$ cat src/design/utf8s_pkg.sv
// shared types, constants and the code point filter of the utf-8 text sanitizer
package utf8s_pkg;

	// longest run of output bytes that one input byte can cause
	localparam int unsigned MAX_RUN = 3;

	// queue between the decoder and the serializer
	localparam int unsigned QDEPTH = 4;
	localparam int unsigned QPTR_W = $clog2(QDEPTH);
	localparam int unsigned QCNT_W = $clog2(QDEPTH + 1);

	localparam logic [20:0] CP_REPLACE = 21'h00FFFD;

	localparam logic [7:0] CH_SPACE  = 8'h20;
	localparam logic [7:0] CH_HYPHEN = 8'h2D;
	localparam logic [7:0] CH_QUEST  = 8'h3F;

	typedef logic [7:0] byte_t;
	typedef logic [1:0] cnt_t;

	// output bytes of one input byte, first byte in data[0]
	typedef struct packed {
		byte_t [MAX_RUN-1:0] data;
		cnt_t                cnt;
		logic                last;
	} plan_t;

	// bytes that one code point turns into
	typedef struct packed {
		byte_t [MAX_RUN-1:0] data;
		cnt_t                cnt;
	} filt_t;

	// decoder to queue
	typedef struct packed {
		logic  push;
		plan_t plan;
	} qwr_t;

	// queue head to serializer
	typedef struct packed {
		logic  avail;
		plan_t plan;
	} qrd_t;

	// one result on the output channel
	typedef struct packed {
		byte_t out_byte;
		logic  byte_valid;
		logic  run_last;
		logic  text_end;
	} res_t;

	// classify a code point and give its replacement or re-encoded bytes
	function automatic filt_t filter_cp(input logic [20:0] cp);
		logic  kept;
		logic  spc;
		logic  hyp;
		logic  drop;
		filt_t r;
		kept = (cp == 21'h0A) || (cp >= 21'h20 && cp < 21'h7F) ||
			(cp >= 21'hA0 && cp <= 21'hFF) || (cp == 21'h2013) || (cp == 21'h2014) ||
			(cp >= 21'h2018 && cp <= 21'h201E) || (cp == 21'h2022) ||
			(cp == 21'h2026) || (cp == 21'h20AC);
		spc = (cp == 21'h09) || (cp == 21'h2002) || (cp == 21'h2003) ||
			(cp == 21'h2009) || (cp == 21'h202F);
		hyp = (cp == 21'h2010) || (cp == 21'h2011) || (cp == 21'h2212);
		drop = (cp < 21'h20) || (cp >= 21'h7F && cp < 21'hA0) ||
			(cp >= 21'h200B && cp <= 21'h200D) || (cp >= 21'hFE00 && cp <= 21'hFE0F) ||
			(cp >= 21'h2600 && cp <= 21'h27BF) || (cp >= 21'h1F000);
		r.data = '0;
		r.cnt  = 2'd0;
		if (kept) begin
			if (cp < 21'h80) begin
				r.data[0] = cp[7:0];
				r.cnt     = 2'd1;
			end else if (cp < 21'h800) begin
				r.data[0] = {3'b110, cp[10:6]};
				r.data[1] = {2'b10, cp[5:0]};
				r.cnt     = 2'd2;
			end else begin
				r.data[0] = {4'b1110, cp[15:12]};
				r.data[1] = {2'b10, cp[11:6]};
				r.data[2] = {2'b10, cp[5:0]};
				r.cnt     = 2'd3;
			end
		end else if (spc) begin
			r.data[0] = CH_SPACE;
			r.cnt     = 2'd1;
		end else if (hyp) begin
			r.data[0] = CH_HYPHEN;
			r.cnt     = 2'd1;
		end else if (!drop) begin
			r.data[0] = CH_QUEST;
			r.cnt     = 2'd1;
		end
		return r;
	endfunction

endpackage

$ cat src/design/utf8s_in_if.sv
// input channel: one raw text byte per transfer
interface utf8s_in_if;
	logic       valid;
	logic       ready;
	logic [7:0] in_byte;
	logic       last_byte;

	modport source(output valid, output in_byte, output last_byte, input ready);
	modport sink(input valid, input in_byte, input last_byte, output ready);
endinterface

$ cat src/design/utf8s_out_if.sv
// output channel: one sanitized result per transfer
interface utf8s_out_if;
	logic       valid;
	logic       ready;
	logic [7:0] out_byte;
	logic       byte_valid;
	logic       run_last;
	logic       text_end;

	modport source(output valid, output out_byte, output byte_valid, output run_last,
		output text_end, input ready);
	modport sink(input valid, input out_byte, input byte_valid, input run_last,
		input text_end, output ready);
endinterface

$ cat src/design/utf8s_front.sv
// decoder front end: utf-8 state, code point filter and packing of output runs
module utf8s_front (
	input  logic              clk,
	input  logic              arst_n,
	utf8s_in_if.sink          in_ch,
	input  logic              q_full,
	output utf8s_pkg::qwr_t   q_wr
);

	logic [1:0]               cont_q;
	logic [20:0]              part_q;
	logic [1:0]               cont_d;
	logic [20:0]              part_d;
	logic                     acc;
	logic                     broken;
	logic                     trunc;
	logic                     do_filt;
	logic [20:0]              cp;
	utf8s_pkg::filt_t         f;
	logic [4:0]               cand_v;
	utf8s_pkg::byte_t [4:0]   cand_b;
	logic [2:0]               pos;
	utf8s_pkg::plan_t         plan;

	assign in_ch.ready = !q_full;
	assign acc = in_ch.valid && in_ch.ready;

	// sequence decode and next state
	always_comb begin
		cont_d  = cont_q;
		part_d  = part_q;
		broken  = 1'b0;
		do_filt = 1'b0;
		cp      = {13'd0, in_ch.in_byte};
		if (cont_q != 2'd0 && in_ch.in_byte[7:6] == 2'b10) begin
			part_d = {part_q[14:0], in_ch.in_byte[5:0]};
			cont_d = cont_q - 2'd1;
			if (cont_d == 2'd0) begin
				cp      = part_d;
				do_filt = 1'b1;
				part_d  = '0;
			end
		end else begin
			broken = (cont_q != 2'd0);
			cont_d = 2'd0;
			part_d = '0;
			if (!in_ch.in_byte[7]) begin
				do_filt = 1'b1;
			end else if (in_ch.in_byte[7:5] == 3'b110) begin
				part_d = {16'd0, in_ch.in_byte[4:0]};
				cont_d = 2'd1;
			end else if (in_ch.in_byte[7:4] == 4'b1110) begin
				part_d = {17'd0, in_ch.in_byte[3:0]};
				cont_d = 2'd2;
			end else if (in_ch.in_byte[7:3] == 5'b11110) begin
				part_d = {18'd0, in_ch.in_byte[2:0]};
				cont_d = 2'd3;
			end else begin
				cp      = utf8s_pkg::CP_REPLACE;
				do_filt = 1'b1;
			end
		end
		trunc = in_ch.last_byte && (cont_d != 2'd0);
		if (in_ch.last_byte) begin
			cont_d = 2'd0;
			part_d = '0;
		end
	end

	assign f = utf8s_pkg::filter_cp(cp);

	// pack broken-sequence mark, filtered bytes and truncation mark in order
	always_comb begin
		cand_v[0] = broken;
		cand_b[0] = utf8s_pkg::CH_QUEST;
		for (int i = 0; i < 3; i++) begin
			cand_v[i+1] = do_filt && (2'(i) < f.cnt);
			cand_b[i+1] = f.data[i];
		end
		cand_v[4] = trunc;
		cand_b[4] = utf8s_pkg::CH_QUEST;
		plan.data = '0;
		pos       = 3'd0;
		for (int i = 0; i < 5; i++) begin
			if (cand_v[i] && pos < 3'(utf8s_pkg::MAX_RUN)) begin
				plan.data[pos[1:0]] = cand_b[i];
				pos                 = pos + 3'd1;
			end
		end
		plan.cnt  = pos[1:0];
		plan.last = in_ch.last_byte;
	end

	// bytes that cause nothing and do not end the text leave no queue entry
	assign q_wr.push = acc && (pos != 3'd0 || in_ch.last_byte);
	assign q_wr.plan = plan;

	// decoder state
	always_ff @(posedge clk or negedge arst_n) begin
		if (!arst_n) begin
			cont_q <= 2'd0;
			part_q <= '0;
		end else if (acc) begin
			cont_q <= cont_d;
			part_q <= part_d;
		end
	end

`ifndef SYNTHESIS
	// the end of a text always leaves the decoder clean
	a_clear_after_end: assert property (@(posedge clk) disable iff (!arst_n)
		acc && in_ch.last_byte |=> cont_q == 2'd0 && part_q == '0)
		else $error("decoder state not cleared after end of text");
`endif

endmodule

$ cat src/design/utf8s_queue.sv
// short queue of output runs between the decoder and the serializer
module utf8s_queue (
	input  logic             clk,
	input  logic             arst_n,
	input  utf8s_pkg::qwr_t  wr,
	input  logic             pop,
	output logic             full,
	output utf8s_pkg::qrd_t  rd
);

	utf8s_pkg::plan_t                    mem_q [utf8s_pkg::QDEPTH];
	logic [utf8s_pkg::QPTR_W-1:0]        wr_ptr_q;
	logic [utf8s_pkg::QPTR_W-1:0]        rd_ptr_q;
	logic [utf8s_pkg::QCNT_W-1:0]        count_q;

	assign full     = (count_q == utf8s_pkg::QCNT_W'(utf8s_pkg::QDEPTH));
	assign rd.avail = (count_q != '0);
	assign rd.plan  = mem_q[rd_ptr_q];

	// entry storage
	always_ff @(posedge clk) begin
		if (wr.push) begin
			mem_q[wr_ptr_q] <= wr.plan;
		end
	end

	// pointers and fill count
	always_ff @(posedge clk or negedge arst_n) begin
		if (!arst_n) begin
			wr_ptr_q <= '0;
			rd_ptr_q <= '0;
			count_q  <= '0;
		end else begin
			if (wr.push) begin
				wr_ptr_q <= (wr_ptr_q == utf8s_pkg::QPTR_W'(utf8s_pkg::QDEPTH - 1)) ?
					'0 : wr_ptr_q + 1'b1;
			end
			if (pop) begin
				rd_ptr_q <= (rd_ptr_q == utf8s_pkg::QPTR_W'(utf8s_pkg::QDEPTH - 1)) ?
					'0 : rd_ptr_q + 1'b1;
			end
			if (wr.push && !pop) begin
				count_q <= count_q + 1'b1;
			end else if (!wr.push && pop) begin
				count_q <= count_q - 1'b1;
			end
		end
	end

`ifndef SYNTHESIS
	a_no_overflow: assert property (@(posedge clk) disable iff (!arst_n)
		wr.push |-> !full)
		else $error("push into a full queue");
	a_no_underflow: assert property (@(posedge clk) disable iff (!arst_n)
		pop |-> rd.avail)
		else $error("pop from an empty queue");
	a_count_range: assert property (@(posedge clk) disable iff (!arst_n)
		count_q <= utf8s_pkg::QCNT_W'(utf8s_pkg::QDEPTH))
		else $error("queue count out of range");
`endif

endmodule

$ cat src/design/utf8s_back.sv
// serializer: walks the head run byte by byte into the output register
module utf8s_back (
	input  logic             clk,
	input  logic             arst_n,
	input  utf8s_pkg::qrd_t  rd,
	output logic             pop,
	utf8s_out_if.source      out_ch
);

	utf8s_pkg::cnt_t   idx_q;
	logic              ovld_q;
	utf8s_pkg::res_t   res_q;
	utf8s_pkg::res_t   res_d;
	logic              load;
	logic              final_res;

	assign load = rd.avail && (!ovld_q || out_ch.ready);

	// result at the current position of the head run
	always_comb begin
		final_res = (rd.plan.cnt == 2'd0) || (idx_q == rd.plan.cnt - 2'd1);
		res_d.byte_valid = (rd.plan.cnt != 2'd0);
		res_d.out_byte   = res_d.byte_valid ? rd.plan.data[idx_q] : '0;
		res_d.run_last   = final_res;
		res_d.text_end   = final_res && rd.plan.last;
	end

	assign pop = load && final_res;

	// position in run and output valid
	always_ff @(posedge clk or negedge arst_n) begin
		if (!arst_n) begin
			idx_q  <= 2'd0;
			ovld_q <= 1'b0;
		end else begin
			if (load) begin
				idx_q <= final_res ? 2'd0 : idx_q + 2'd1;
			end
			if (load) begin
				ovld_q <= 1'b1;
			end else if (out_ch.ready) begin
				ovld_q <= 1'b0;
			end
		end
	end

	// output payload
	always_ff @(posedge clk) begin
		if (load) begin
			res_q <= res_d;
		end
	end

	assign out_ch.valid      = ovld_q;
	assign out_ch.out_byte   = res_q.out_byte;
	assign out_ch.byte_valid = res_q.byte_valid;
	assign out_ch.run_last   = res_q.run_last;
	assign out_ch.text_end   = res_q.text_end;

endmodule

$ cat src/design/utf8_text_sanitizer_core.sv
// UTF-8 text sanitizer: takes one raw byte per transfer and gives the sanitized bytes of
// each input byte that causes any as a run of one to three results (a bare end marker
// where the last byte of a text gives none). A decoder accepts one byte per cycle while
// the queue is not full and pushes each run into a four-entry queue; a serializer sends
// one result per cycle while the receiver is ready, from the queue head through a
// registered output. Bytes that give one result or none go through at one per cycle when
// nothing stalls; a byte that gives several results holds the output until all are sent,
// and input stalls only once the queue is full. The first result of a byte is written into
// the queue and then into the output register. No clearing pass after reset.
module utf8_text_sanitizer_core (
	input  logic          clk,
	input  logic          arst_n,
	utf8s_in_if.sink      in_ch,
	utf8s_out_if.source   out_ch
);

	utf8s_pkg::qwr_t  q_wr;
	utf8s_pkg::qrd_t  q_rd;
	logic             q_full;
	logic             q_pop;

	// decode and filter
	utf8s_front u_front (
		.clk    (clk),
		.arst_n (arst_n),
		.in_ch  (in_ch),
		.q_full (q_full),
		.q_wr   (q_wr)
	);

	// run queue
	utf8s_queue u_queue (
		.clk    (clk),
		.arst_n (arst_n),
		.wr     (q_wr),
		.pop    (q_pop),
		.full   (q_full),
		.rd     (q_rd)
	);

	// serialize runs to the output
	utf8s_back u_back (
		.clk    (clk),
		.arst_n (arst_n),
		.rd     (q_rd),
		.pop    (q_pop),
		.out_ch (out_ch)
	);

`ifndef SYNTHESIS
	a_marker_ends_text: assert property (@(posedge clk) disable iff (!arst_n)
		out_ch.valid && !out_ch.byte_valid |-> out_ch.text_end && out_ch.run_last)
		else $error("bare marker that does not end a text");
	a_end_closes_run: assert property (@(posedge clk) disable iff (!arst_n)
		out_ch.valid && out_ch.text_end |-> out_ch.run_last)
		else $error("text end inside a run");
`endif

endmodule

$ cat src/flat_wrapper.sv
// flat-port wrapper written by rule: the top's interface ports become plain ports
module utf8_text_sanitizer_core_flat 
  (clk, arst_n, in_ch_valid, in_ch_in_byte, in_ch_last_byte, in_ch_ready, out_ch_valid, out_ch_out_byte, out_ch_byte_valid, out_ch_run_last, out_ch_text_end, out_ch_ready);
  utf8s_in_if in_ch_i ();
  utf8s_out_if out_ch_i ();
  input  logic clk;
  input  logic arst_n;
  input wire logic [$bits(in_ch_i.valid)-1:0] in_ch_valid;
  input wire logic [$bits(in_ch_i.in_byte)-1:0] in_ch_in_byte;
  input wire logic [$bits(in_ch_i.last_byte)-1:0] in_ch_last_byte;
  output wire logic [$bits(in_ch_i.ready)-1:0] in_ch_ready;
  output wire logic [$bits(out_ch_i.valid)-1:0] out_ch_valid;
  output wire logic [$bits(out_ch_i.out_byte)-1:0] out_ch_out_byte;
  output wire logic [$bits(out_ch_i.byte_valid)-1:0] out_ch_byte_valid;
  output wire logic [$bits(out_ch_i.run_last)-1:0] out_ch_run_last;
  output wire logic [$bits(out_ch_i.text_end)-1:0] out_ch_text_end;
  input wire logic [$bits(out_ch_i.ready)-1:0] out_ch_ready;
  assign in_ch_i.valid = in_ch_valid;
  assign in_ch_i.in_byte = in_ch_in_byte;
  assign in_ch_i.last_byte = in_ch_last_byte;
  assign in_ch_ready = in_ch_i.ready;
  assign out_ch_valid = out_ch_i.valid;
  assign out_ch_out_byte = out_ch_i.out_byte;
  assign out_ch_byte_valid = out_ch_i.byte_valid;
  assign out_ch_run_last = out_ch_i.run_last;
  assign out_ch_text_end = out_ch_i.text_end;
  assign out_ch_i.ready = out_ch_ready;
  utf8_text_sanitizer_core u_core (.clk(clk), .arst_n(arst_n), .in_ch(in_ch_i), .out_ch(out_ch_i));
endmodule
$ cat config.mk
export PLATFORM = sky130hd
export DESIGN_NAME = utf8_text_sanitizer_core_flat
export DESIGN_NICKNAME = d
export VERILOG_FILES = /design/src/design/utf8s_pkg.sv /design/src/design/utf8s_in_if.sv /design/src/design/utf8s_out_if.sv /design/src/design/utf8s_front.sv /design/src/design/utf8s_queue.sv /design/src/design/utf8s_back.sv /design/src/design/utf8_text_sanitizer_core.sv /design/src/flat_wrapper.sv
export SDC_FILE = /design/constraint.sdc
export NUM_CORES = 1
export LEC_CHECK = 0
export ABC_CLOCK_PERIOD_IN_PS = 5640
export BUFFER_PORTS_ARGS = -buffer_cell sky130_fd_sc_hd__buf_4
export CAP_MARGIN = 10
export CORE_MARGIN = 2
export CORE_UTILIZATION = 30
export DETAILED_ROUTE_END_ITERATION = 10
export SLEW_MARGIN = 40
export SYNTH_ARGS = -nofsm -noshare
export SYNTH_HDL_FRONTEND = slang
export SYNTH_HIERARCHICAL = 1
export SYNTH_SLANG_ARGS = --single-unit
$ cat constraint.sdc
create_clock -name clk -period 5.64 [get_ports clk]
set_input_delay 1.128 -clock clk [delete_from_list [all_inputs] [get_ports clk]]
set_output_delay 1.128 -clock clk [all_outputs]
set_load 0.05 [all_outputs]
# Word level (Yosys, flattened, before mapping)
# Memory sizes are Yosys's and may differ from the RTL's.
# Index checks and enable logic that the tools add are counted.
# op_classes
add_sub_neg	11
mul	0
div_mod_pow	0
magnitude_cmp	34
eq_ne	22
n_shift	0
mux	67
bitwise	3
n_reduce_logical	62
# op_table
cell	n
== test 21 x 14 -> 1 bit, second input constant	12
two-way mux 16 bit	7
two-way mux 24 bit	4
bitwise mux 24 bit	3
two-way mux 8 bit	9
demux 8 bit (select 2 bit)	4
>= comparator 21 x 14 -> 1 bit, second input constant	3
less-or-equal comparator 21 x 14 -> 1 bit, second input constant	3
two-way mux 15 bit	3
== test 21 x 4 -> 1 bit, second input constant	2
< comparator 21 x 8 -> 1 bit, second input constant	2
two-way mux 21 bit	2
logical AND 1 bit	27
logical OR 1 bit	22
>= comparator 21 x 16 -> 1 bit, second input constant	1
>= comparator 21 x 17 -> 1 bit, second input constant	1
>= comparator 21 x 6 -> 1 bit, second input constant	1
>= comparator 21 x 7 -> 1 bit, second input constant	1
>= comparator 21 x 8 -> 1 bit, second input constant	1
less-or-equal comparator 21 x 16 -> 1 bit, second input constant	1
less-or-equal comparator 21 x 8 -> 1 bit, second input constant	1
< comparator 21 x 12 -> 1 bit, second input constant	1
< comparator 21 x 6 -> 1 bit, second input constant	1
< comparator 21 x 7 -> 1 bit, second input constant	1
other kinds (29)	86
# word_totals
regBits	38
latch_bits	0
mem_bits_rw	108
rom_bits	0
output_inout_bits	13
elab_cells	211
mem_count	1
# mem_list
name	depth	width	read_ports	rd_clocked_by_memory_dff	write_ports	line	rtl
u_core.u_queue.mem_q	4	27	1	0	1	utf8s_queue.sv:11	utf8s_pkg::plan_t mem_q [utf8s_pkg::QDEPTH];

# Depth between registers and ports, before layout
# logic_depth
ltp_word	37
mapped_depth	25
mapped_depth_nobuf	22

# By module
# The synthesis kept the hierarchy.
# modules_own_cells
module	n_inst	cells_each	area_each_um2
utf8s_queue	1	178	4322.9
utf8s_front	1	418	3051.7
utf8s_back	1	76	813.3

# Worst setup path before layout
# Ideal clock, no wire load.
# synth_timing
path_type	input -> register
from	input port in_ch_in_byte[4]
to	memory u_core/u_queue/mem_q[1][0] (netlist name), enable pin
setup_ns	0.386
arrival_time_ns	5.817
required_ns	5.254
path_slack_ns	-0.563
path_stages	18
path_buffers	3
cell_sequence	buf_2 and3_1 buf_2 a31oi_4 o21ai_1 a31o_2 a22o_1 or4_1 buf_2 a31oi_4 inv_1 ha_1 a211o_1 a2bb2oi_4 ha_1 mux2_4 a21oi_2 and2_1
# synth_rtl
element	line	rtl
start, declared	flat_wrapper.sv:9	input wire logic [$bits(in_ch_i.in_byte)-1:0] in_ch_in_byte;
end, declared	utf8s_queue.sv:11	

==> flow_summary.json <==
{
  "p_sw_share_pct": 33.3,
  "avgSynthCellArea_sq_um": 12.2,
  "hold_ws_ps": 480,
  "postCtsSetupRepairBufs": 0,
  "synth-seq-cells": 146,
  "synthFlopType": "edfxtp_1",
  "cts_hold_buf": 0,
  "rsz0062_at_grt": "false",
  "seq_area_frac_synth_pct": 51.9,
  "max-cap-violations": 0,
  "start_util_pct": 30.5,
  "wl_per_cell_microns": 18.2,
  "cts_resized": 0,
  "final-setup-viol-count": 0,
  "die_w_microns": 169,
  "rr_worst_depth": 23,
  "cp.required_ps": 5980,
  "synth_fp_nets": 705,
  "yosysUniqueCellTypes": 100,
  "syn2layout_area_growth_pct": 22.6,
  "port_buffers": 25,
  "dp_slack_ps": -0.660,
  "drv_slew": 0,
  "p_seq_share_pct": 35.5,
  "p_leak_nw": 3.70,
  "fin_util_pct": 37.4,
  "internal-power_mw": 3.00,
  "worstSetupPathType": "reg -> reg",
  "final.setup_skew_ps": 21.3,
  "synth_top_family_by_area": "compound AO/OA/AOI/OAI gates",
  "cts_tree": "built",
  "clock-sinks": 146,
  "diodes": 0,
  "io-pin-count": 26,
  "fmax_mhz": 188,
  "antenna_found_initial": 0,
  "final_nets": 799,
  "dp_hpwl_mm": 14.8,
  "synthAdderAreaFrac_pct": 3.24,
  "synthSimpleGateAreaFrac_pct": 13.8,
  "p_sw_mw": 1.50,
  "final_common_cell": "edfxtp_1",
  "synth_top_area_share_pct": 43.6,
  "core-area_sq_um": 26900,
  "timing.final.ws_setup_ps": 324,
  "finalCritPeriodShare_pct": 94.3,
  "syn-cell-area_sq_um": 8190,
  "combPwrFrac_pct": 37.2,
  "endpoint": "u_core/u_queue/count_q[2]",
  "r2r_slack_ps": 320,
  "synth_warnings": 6,
  "clkLatencyLatePin_ps": 420,
  "maxSlewHeadroom_pct": 45.5,
  "mostFrequentLayoutCells": "119 x edfxtp_1, 113 x buf_4, 59 x nand2_1",
  "drc": 0,
  "drtPass1Iterations": 5,
  "min_period_ps": 5320,
  "synthXorXnorAreaFrac_pct": 0.535,
  "hold_viol": 0,
  "tightest_slew_ps": 807,
  "cp-end-kind": "register",
  "layout-drive-gt1-share_pct": 30.7,
  "status": "complete, no violations",
  "root_buffer": "clkbuf_16",
  "ir_worst_vdd_uv": 171,
  "num_rows": 60,
  "place_congestion": 0.960,
  "r2r-start": "u_core/u_front/cont_q[1]",
  "grt_first_pass_wirelength_mm": 33.1,
  "grtUsageTotal_pct": 14.9,
  "vias": 5909,
  "clockBufferDepth": 2,
  "grt.overflow.total": 0,
  "drt-total-wl_mm": 20.4,
  "critPathLaunch": "u_core/u_front/cont_q[1]",
  "synth.mux.area_fraction_pct": 9.66,
  "hold_path.class": "reg -> reg",
  "synth_edf_count": 119,
  "path_clk_slew_ps": 60,
  "synthArstFlopShare_pct": 18.5,
  "h-tree-depth": 4,
  "yosysTopAreaCell": "edfxtp_1",
  "synth_area_leaders": "edfxtp_1 44%, dfrtp_1 8.3%, mux4_2 7.2%",
  "cp.arrival_ps": 5660,
  "synth_compound_area_share_pct": 16.9,
  "crit_fanout": 11,
  "syn-instance-count": 672,
  "r2r-end": "u_core/u_queue/count_q[2]",
  "clkPwrFrac_pct": 27.3,
  "die_y_microns": 169,
  "grt_pass1_vias": 6003,
  "drtIter0Drc": 550,
  "grt_max_degree": 30,
  "vias_per_cell": 5.28,
  "dieArea_sq_um": 28600,
  "crit_path_start_kind": "register",
  "power.density_nw_per_um2": 448,
  "cts_buffers": 17,
  "ant_nets": 0
}
per-layer routing:
| metal | vias to the layer above | share of wire (%) | wire [microns] | track usage [%] |
|---|---|---|---|---|
| met5 | - | 0 | 0 | 0 |
| met2 | 173 | 46 | 9310 | 23.5 |
| met1 | 2931 | 48 | 9710 | 20.8 |
| met3 | 28 | 4.9 | 998 | 2.78 |
| met4 | 0 | 1.7 | 342 | 4.61 |
| li1 | 2777 | - | - | - |
area by class of cell:
class                   instances  area (sq um)
flip-flops and latches        146          4250
clock buffers                  20           437
inverters                      25          93.8
fillers                      2608         16800
clock inverters                12           206
multi-input cells             459          3700
repair buffers                117           928
well taps                     341           427
cell usage after synthesis (11+ instances only):
cell        n
mux4_2     26
edfxtp_1  119
o21ai_0    29
nand3_1    23
inv_1      23
a21oi_1    28
ha_1       18
clkbuf_1   14
buf_2      13
dfrtp_1    27
a21oi_2    12
a22o_1     12
nor2_1     45
nand2b_1   11
mux2i_1    13
nand2_1    59
worst min path at each step:
stage	startpoint	to	slack (ps)	depth (start not counted)
after floorplan	u_core/u_queue/count_q[2]	u_core/u_queue/count_q[2]	450	1
after global placement	u_core/u_front/cont_q[1]	u_core/u_front/cont_q[1]	460	2
after detailed placement	u_core/u_queue/count_q[2]	u_core/u_queue/count_q[2]	480	1
after CTS	u_core/u_queue/count_q[2]	u_core/u_queue/count_q[2]	490	1
after global routing	u_core/u_queue/count_q[2]	u_core/u_queue/count_q[2]	500	1
final	u_core/u_queue/count_q[2]	u_core/u_queue/count_q[2]	480	1
registers in the layout (all words and copies together), names as in the netlist:
signal,flops
u_core/u_back/out_ch.valid,1
u_core/u_queue/rd_ptr_q,2
u_core/u_back/out_ch.byte_valid,1
u_core/u_back/out_ch.run_last,1
u_core/u_front/cont_q,2
u_core/u_back/out_ch.out_byte,8
u_core/u_back/out_ch.text_end,1
u_core/u_queue/count_q,3
u_core/u_queue/mem_q,108
u_core/u_back/idx_q,2
u_core/u_queue/wr_ptr_q,2
u_core/u_front/part_q,15
metrics by stage:
stage | area (sq um) | TNS [ps] | std cells | power, mW
6_report | 10000 | 0 | 1120 | 4.50
5_1_grt | 10000 | 0 | 1120 | 4.76
4_1_cts | 10000 | 0 | 1120 | 4.55
3_5_place_dp | 9400 | -0.660 | 1088 | 3.30
3_3_place_gp | 9400 | -19.3 | 1088 | 3.28
2_1_floorplan | 8310 | -10000 | 672 | 2.83
logic make-up (layout without fill, tap and decap cells):
kind of cell / after synthesis / in the layout
and+or+nand+nor: 212 / 212
AOI/OAI and AO/OA: 177 / 177
DFF: 146 / 146
buffers and inverters: 67 / 174
muxes: 44 / 44
adders and majority gates: 20 / 20
xor gates and xnor gates: 5 / 5
other: 1 / 1
power by group through the flow:
| stage | Combinational [mW] | Sequential [mW] | Clock, mW |
|---|---|---|---|
| floorplan | 1.11 | 1.72 | 0 |
| global placement | 1.67 | 1.61 | 0 |
| detailed placement | 1.68 | 1.62 | 0 |
| CTS | 1.69 | 1.60 | 1.25 |
| global route | 1.84 | 1.62 | 1.30 |
| finish | 1.68 | 1.60 | 1.23 |
critical path: stages (launching register included):
cell and delay (ps):
dfrtp_1 390, inv_1 90, ha_1 430, and3b_1 290, a31oi_4 70, buf_4 170, and3_1 190, nand4_1 110
o2bb2a_2 210, or4_1 590, a31oi_4 240, inv_2 90, ha_4 240, a211o_1 300, a2bb2oi_4 170, ha_4 220
mux2_4 290, a21oi_4 180, ha_4 150, inv_2 40, fa_2 340, xor2_1 140, nor2_1 120, xor2_1 150
No activity file was read; power rests on OpenSTA's default activity.
